File: src/design/bat_pkg.sv
// Package for the buddy allocator: types, constants and controller commands.
`timescale 1ns / 1ps
package bat_pkg;
    localparam int POOL_BYTES      = 1048576;
    localparam int MIN_BLOCK_BYTES = 32;
    localparam int LEAVES          = POOL_BYTES / MIN_BLOCK_BYTES;
    localparam int NODE_COUNT      = 2 * LEAVES - 1;
    localparam int LEVELS          = $clog2(LEAVES) + 1;
    localparam int NODE_W          = $clog2(NODE_COUNT + 1);
    localparam int IDX_W           = $clog2(NODE_COUNT);
    localparam int LVL_W           = $clog2(LEVELS);
    localparam int SIZE_W          = $clog2(POOL_BYTES) + 1;
    localparam int OFF_W           = 20;
    localparam int REQ_W           = 21;

    typedef enum logic [1:0] {
        ST_FREE  = 2'd0,
        ST_SPLIT = 2'd1,
        ST_USED  = 2'd2,
        ST_RSVD  = 2'd3
    } t_node_st;

    typedef enum logic [4:0] {
        S_CLEAR, S_IDLE, S_ROUND,
        S_A_RD, S_A_WAIT, S_A_EVAL, S_A_UP_RD, S_A_UP_WAIT, S_A_UP_EVAL,
        S_F_RD, S_F_WAIT, S_F_EVAL, S_M_RDL, S_M_RDR, S_M_WAIT, S_M_EVAL,
        S_DONE
    } t_state;

    typedef enum logic [3:0] {
        C_NONE, C_CLEAR, C_LOAD, C_ROUND, C_RD, C_MARK, C_SPLIT_DOWN,
        C_DESCEND, C_UP, C_UP_WRITE_FREE, C_FREE_HIT, C_F_DOWN,
        C_RD_LEFT, C_RD_RIGHT, C_MERGE, C_SET_FAIL
    } t_cmd;

    typedef struct packed {
        t_cmd cmd;
    } t_ctl;

    typedef struct packed {
        logic     clear_done;
        logic     is_free_cmd;
        logic     req_ok;
        logic     round_done;
        t_node_st st;
        logic     in_tree;
        logic     size_lt_req;
        logic     size_eq_req;
        logic     size_is_min;
        logic     fresh;
        logic     is_right;
        logic     at_root;
        logic     tgt_upper;
        logic     off_match;
        t_node_st st_l;
        t_node_st st_r;
    } t_stat;
endpackage

File: src/design/bat_ctrl.sv
// Controller state machine for the buddy allocator walk.
`timescale 1ns / 1ps
module bat_ctrl (
    input  logic             i_clk,
    input  logic             i_rst_n,
    input  logic             i_req_valid,
    output logic             o_req_ready,
    output logic             o_res_load,
    input  logic             i_res_free,
    input  bat_pkg::t_stat   i_stat,
    output bat_pkg::t_ctl    o_ctl
);
    bat_pkg::t_state r_state, n_state;

    always_ff @(posedge i_clk) begin
        if (!i_rst_n) begin
            r_state <= bat_pkg::S_CLEAR;
        end else begin
            r_state <= n_state;
        end
    end

    always_comb begin
        n_state     = r_state;
        o_ctl.cmd   = bat_pkg::C_NONE;
        o_req_ready = 1'b0;
        o_res_load  = 1'b0;
        unique case (r_state)
            bat_pkg::S_CLEAR: begin
                o_ctl.cmd = bat_pkg::C_CLEAR;
                if (i_stat.clear_done) begin
                    n_state = bat_pkg::S_IDLE;
                end
            end
            bat_pkg::S_IDLE: begin
                o_req_ready = 1'b1;
                if (i_req_valid) begin
                    o_ctl.cmd = bat_pkg::C_LOAD;
                    n_state   = bat_pkg::S_ROUND;
                end
            end
            bat_pkg::S_ROUND: begin
                o_ctl.cmd = bat_pkg::C_ROUND;
                if (i_stat.is_free_cmd) begin
                    n_state = bat_pkg::S_F_RD;
                end else if (!i_stat.req_ok) begin
                    n_state = bat_pkg::S_DONE;
                end else if (i_stat.round_done) begin
                    n_state = bat_pkg::S_A_RD;
                end
            end
            bat_pkg::S_A_RD: begin
                o_ctl.cmd = bat_pkg::C_RD;
                n_state   = bat_pkg::S_A_WAIT;
            end
            bat_pkg::S_A_WAIT: n_state = bat_pkg::S_A_EVAL;
            bat_pkg::S_A_EVAL: begin
                if (!i_stat.in_tree || i_stat.st == bat_pkg::ST_USED
                    || i_stat.size_lt_req
                    || (i_stat.st == bat_pkg::ST_FREE && !i_stat.size_eq_req
                        && i_stat.size_is_min)) begin
                    o_ctl.cmd = bat_pkg::C_UP;
                    n_state   = bat_pkg::S_A_UP_RD;
                end else if (i_stat.size_eq_req && i_stat.st == bat_pkg::ST_FREE) begin
                    o_ctl.cmd = bat_pkg::C_MARK;
                    n_state   = bat_pkg::S_DONE;
                end else if (i_stat.st == bat_pkg::ST_FREE) begin
                    o_ctl.cmd = bat_pkg::C_SPLIT_DOWN;
                    n_state   = bat_pkg::S_A_RD;
                end else begin
                    o_ctl.cmd = bat_pkg::C_DESCEND;
                    n_state   = bat_pkg::S_A_RD;
                end
            end
            // Backtrack: a failed root ends the request; otherwise step from the failed
            // child to its sibling or retire the parent (undoing a fresh split).
            bat_pkg::S_A_UP_RD: begin
                if (i_stat.at_root) begin
                    o_ctl.cmd = bat_pkg::C_SET_FAIL;
                    n_state   = bat_pkg::S_DONE;
                end else begin
                    n_state = bat_pkg::S_A_UP_WAIT;
                end
            end
            bat_pkg::S_A_UP_WAIT: n_state = bat_pkg::S_A_UP_EVAL;
            bat_pkg::S_A_UP_EVAL: begin
                o_ctl.cmd = bat_pkg::C_UP_WRITE_FREE;
                if (i_stat.is_right) begin
                    n_state = bat_pkg::S_A_UP_RD;
                end else begin
                    n_state = bat_pkg::S_A_RD;
                end
            end
            bat_pkg::S_F_RD: begin
                o_ctl.cmd = bat_pkg::C_RD;
                n_state   = bat_pkg::S_F_WAIT;
            end
            bat_pkg::S_F_WAIT: n_state = bat_pkg::S_F_EVAL;
            bat_pkg::S_F_EVAL: begin
                if (!i_stat.in_tree || i_stat.st == bat_pkg::ST_FREE) begin
                    o_ctl.cmd = bat_pkg::C_UP;
                    n_state   = bat_pkg::S_M_RDL;
                end else if (i_stat.st == bat_pkg::ST_USED) begin
                    o_ctl.cmd = bat_pkg::C_FREE_HIT;
                    n_state   = bat_pkg::S_M_RDL;
                end else begin
                    o_ctl.cmd = bat_pkg::C_F_DOWN;
                    n_state   = bat_pkg::S_F_RD;
                end
            end
            bat_pkg::S_M_RDL: begin
                if (i_stat.at_root) begin
                    n_state = bat_pkg::S_DONE;
                end else begin
                    o_ctl.cmd = bat_pkg::C_RD_LEFT;
                    n_state   = bat_pkg::S_M_RDR;
                end
            end
            bat_pkg::S_M_RDR: begin
                o_ctl.cmd = bat_pkg::C_RD_RIGHT;
                n_state   = bat_pkg::S_M_WAIT;
            end
            bat_pkg::S_M_WAIT: n_state = bat_pkg::S_M_EVAL;
            bat_pkg::S_M_EVAL: begin
                o_ctl.cmd = bat_pkg::C_MERGE;
                n_state   = bat_pkg::S_M_RDL;
            end
            bat_pkg::S_DONE: begin
                if (i_stat.is_free_cmd) begin
                    n_state = bat_pkg::S_IDLE;
                end else if (i_res_free) begin
                    o_res_load = 1'b1;
                    n_state    = bat_pkg::S_IDLE;
                end
            end
            default: n_state = bat_pkg::S_IDLE;
        endcase
    end
endmodule

File: config.mk
export PLATFORM = sky130hd
export DESIGN_NAME = bat_ctrl
export DESIGN_NICKNAME = d
export VERILOG_FILES = /design/src/design/bat_pkg.sv /design/src/design/bat_ctrl.sv
export SDC_FILE = /design/constraint.sdc
export NUM_CORES = 1
export LEC_CHECK = 0
export BUFFER_PORTS_ARGS = -buffer_cell sky130_fd_sc_hd__clkbuf_2
export CAP_MARGIN = 20
export CORE_MARGIN = 3
export CORE_UTILIZATION = 40
export DETAILED_ROUTE_END_ITERATION = 7
export PLACE_DENSITY = 0.69
export SETUP_SLACK_MARGIN = 0.1
export SLEW_MARGIN = 20
export SYNTH_ARGS = -nofsm -noshare
export SYNTH_HDL_FRONTEND = slang
export SYNTH_SLANG_ARGS = --single-unit
export TNS_END_PERCENT = 100
File: constraint.sdc
create_clock -name i_clk -period 2.4 [get_ports i_clk]
set_input_delay 0.72 -clock i_clk [delete_from_list [all_inputs] [get_ports i_clk]]
set_output_delay 0.72 -clock i_clk [all_outputs]
set_load 0.005 [all_outputs]
# --- After elaboration in Yosys (flattened, before gate mapping) ---
# Cells that the tools add are included.
word_totals:
  regBits: 5
  out_inout_bits: 6
  wordCells: 63
op_classes:
  n_eq_ne: 21
  muxes: 28
  reduce_logical: 13
op_table:
  columns: ["op", "count"]
  rows:
  - ["one-hot mux 5 bit (17 select lines)", 1]
  - ["2-to-1 mux 5 bit", 11]
  - ["one-hot mux 4 bit (11 select lines)", 1]
  - ["== test 5 x 4 -> 1 bit, second input constant", 8]
  - ["== test 5 x 3 -> 1 bit, second input constant", 4]
  - ["2-to-1 mux 4 bit", 3]
  - ["== test 5 x 2 -> 1 bit, second input constant", 2]
  - ["2-to-1 mux 3 bit", 3]
  - ["2-to-1 mux 1 bit", 6]
  - ["2-to-1 mux 2 bit", 3]
  - ["== test 5 x 1 -> 1 bit, second input constant", 1]
  - ["== test 5 bit, second input constant", 1]
  - ["logical NOT 5 bit", 1]
  - ["logical OR 1 bit", 4]
  - ["inequality test 2 bit, second input constant", 2]
  - ["inequality test 4 bit, second input constant", 1]
  - ["AND reduction 4 bit", 1]
  - ["logical AND 1 bit", 3]
  - ["inequality test 3 bit, second input constant", 1]
  - ["== test 2 bit, second input constant", 1]
  - ["logical NOT 1 bit", 2]
  - ["logical NOT 2 bit", 1]
  - ["OR reduction 2 bit", 1]

# --- Depth between registers and ports, before layout ---
depth:
  depth_word: 6
  mapped_depth: 6
  depth_no_buf: 4

# --- Worst setup path after synthesis ---
# No wires, ideal clock.
synth_path:
  path_type: "input to output"
  startpoint: "in i_stat[13] in the netlist's numbering"
  endpoint: "out o_ctl[1] in the netlist's numbering"
  t_arrival_ns: 1.836
  slack_ns: -0.156
  stages: 4
  n_path_buf: 0
  path_cell_list: "or3b_1 > and3_1 > nand3_1 > or4b_1"
synth_rtl:
  columns: ["element", "line", "rtl"]
  rows:
  - ["from (decl)", "bat_ctrl.sv:10", "input bat_pkg::t_stat i_stat,"]
  - ["to (decl)", "bat_ctrl.sv:11", "output bat_pkg::t_ctl o_ctl"]

==> flow_summary.ini <==
[cts]
cts_made_buffers = 3
clkSinkCount = 5
hold_buffers = 0
cts_buffer_depth = 2
cts_root_buf = clkbuf_4
cts_max_level = 1
clk_pin_slew_ns = 0.05
insertion_delay_ns = 0.25
tritoncts = done

[global_routing]
grt_pass1_wl_um = 4190
grt_pass1_vias = 977
antenna_found_initial = 0
grt_max_degree = 19
grtUsageTotal = 0.215
grt-ovfl-total = 0

[sta]
relSlewSlack = 0.715
period_share = 1.15
fmax_mhz = 363
hold_slack_ns = 0.644
rsz0062_at_grt = yes
post-route-min-period_ns = 2.76
skew_ns = 0.00275
finalHoldViolations = 0
drv_slew = 0
fin_ws_ns = -0.355
setup_violations = 4
finalSetupTns_ns = -1.02
worst_pin_slew_ns = 0.425

[floorplanning]
initial_core_util = 0.449
dieHeight_um = 51.2
io_pins = 29
die_w_um = 51.2
die-area_um2 = 2620
std_cell_rows = 15
core_um2 = 1820

[power_and_ir_drop]
p_switching_uw = 326
power_uw = 729
p_int_uw = 403
p_sw_frac = 0.447
seqPwrFrac = 0.176
p_per_area_nw_per_um2 = 626
vdd_drop_max_uv = 285
p_comb_frac = 0.686
clkPwrFrac = 0.138
p_leak_nw = 0.495

[layout]
n_antenna_cell = 0
fin_nets = 181
final_cells = 182
seq_area_um2 = 101
area_growth_pct = 42.6
layout-drive-gt1-share = 0.408
top_regs = r_state (5)
multi_input_area_um2 = 709
largest_reg_flops = 5
regMostFlops = r_state
fillers = 182

[worst_setup_path]
arrival_ns = 2.04
required_ns = 1.68
worstPathMaxFanout = 3
crit_cells = 6
cpPeakStageDelay_ns = 0.45
cp_slowest_cell = or4b_4
crit_type = input port to primary output
critPathTopFamily = simple AND/OR/NAND/NOR gates
crit_chain = buf_6, or3b_4, and3_4, nand3_4, or4b_4, clkbuf_2
reg2reg_depth = 7
start_kind = input port
cp.buffers_inverters = 2
end_kind = primary output

[yosys]
ys_types = 46
synth_cells = 120
synth_top_flop_cell = dfxtp_1
syn-num-nets = 143
yosysSeqAreaShare = 0.123
ys_ff_latch = 5
syn_area_um2 = 817
async_flop_share = 0
yosysWarnings = 0
synth-edff-count = 0
avgSynthCellArea_um2 = 6.81

[drt]
viasPerCell = 5.99
drc_errors = 0
ant_nets = 0
first_iter_violations = 26
wl_per_cell_um = 15.0
via_count = 1091
drtPass1Iterations = 4
wl_um = 2740

[job]
drv_cap = 0

[status]
status = finished, violations left
failed_checks = setup timing

[placed_design]
place_ws_ns = -0.361
post-dp-hpwl_um = 2070
port_buffers = 21
gp_congestion = 0.844
dp.cells = 175

[worst_hold_path]
hold_class = register to register
hold_depth = 2
==> per-layer routing <==
layer  vias up  track usage  wire, um
met5         -            0         0
met4         0        0.143        92
met3        11       0.0233        96
met2        30        0.356      1360
met1       520        0.257      1190
li1        530            -         -
==> per-stage QoR <==
step / instance area (um2) / utilization
final: 1160 / 0.640
after global routing: 1160 / 0.640
after CTS: 1120 / 0.616
after detailed placement: 1070 / 0.590
after global placement: 1070 / 0.590
after floorplan: 831 / -
==> power by group through the flow <==
stage / sequential, mW / clock [mW] / combinational (mW)
after floorplan: 0.107 / 0 / 0.328
after global placement: 0.126 / 0 / 0.463
after detailed placement: 0.126 / 0 / 0.475
after CTS: 0.126 / 0.105 / 0.482
after global routing: 0.133 / 0.113 / 0.543
final: 0.128 / 0.100 / 0.500
==> tightest hold or removal path, cell delays in order, from the launching register on <==
cell	delay [ns]
dfxtp_2	0.35
a31oi_1	0.19
a311oi_2	0.06
==> placed cells by master (no fill, tap or decap), types with 2 or more instances in the layout <==
master / instances
buf_4: 22
clkbuf_2: 19
o21ai_0: 10
nor2_1: 9
a21oi_1: 8
nor3_1: 6
nor2b_1: 5
nand2b_1: 4
nand2_1: 4
dfxtp_1: 4
nand3b_1: 3
a21o_1: 3
a311oi_1: 3
a31oi_1: 3
clkbuf_4: 3
inv_1: 2
o21bai_1: 2
or3b_4: 2
nor4b_1: 2
nand3_1: 2
or3b_2: 2
or4_1: 2
nor3b_1: 2
buf_6: 2
==> synth_stat cells (all sizes together) (2+ instances only) <==
master / n / area share
nand2: 5 / 0.023
nor2b: 5 / 0.038
inv: 2 / 0.0092
or4: 3 / 0.032
dfxtp: 5 / 0.12
and3: 2 / 0.015
nor3: 6 / 0.037
a21oi: 8 / 0.049
buf: 2 / 0.012
nand3b: 3 / 0.028
o21ai: 11 / 0.067
a31oi: 3 / 0.023
nor3b: 2 / 0.018
o32ai: 2 / 0.021
nand2b: 4 / 0.031
or3b: 5 / 0.057
o21bai: 2 / 0.018
a21o: 3 / 0.028
nor2: 10 / 0.046
a311oi: 4 / 0.051
nand3: 3 / 0.018
nor4b: 2 / 0.021
clkbuf: 9 / 0.041
==> final cells by class <==
type                            count  share of cell area
Multi-Input combinational cell    102               0.609
Inverter                            2             0.00644
Timing Repair Buffer               44               0.247
Clock buffer                        3              0.0193
Tap cell                           25              0.0269
Sequential cell                     5              0.0870
Clock inverter                      1             0.00430
==> final timing paths <==
check	startpoint	end	slack, ns
hold reg to reg	r_state[0]	r_state[0]	0.64
hold / removal	r_state[0]	r_state[0]	0.64
setup / recovery	i_stat[13]	o_ctl[1]	-0.36
setup reg to reg	r_state[1]	r_state[0]	0.50
==> timing repair <==
item | CTS | global route
pin swaps | 2 | 2
endpoints found under the setup margin | 4 | 5
resized for setup | 4 | 7
setup buffers | 2 | 2
==> cells by family after synthesis <==
family / Yosys count / share of synthesized area
AOI/OAI and AO/OA: 41 / 0.340
adders and majority gates: 1 / 0.0123
buffers and inverters: 13 / 0.0628
DFF: 5 / 0.123
and+or+nand+nor: 60 / 0.463
Power figures use the tool's default switching activity.
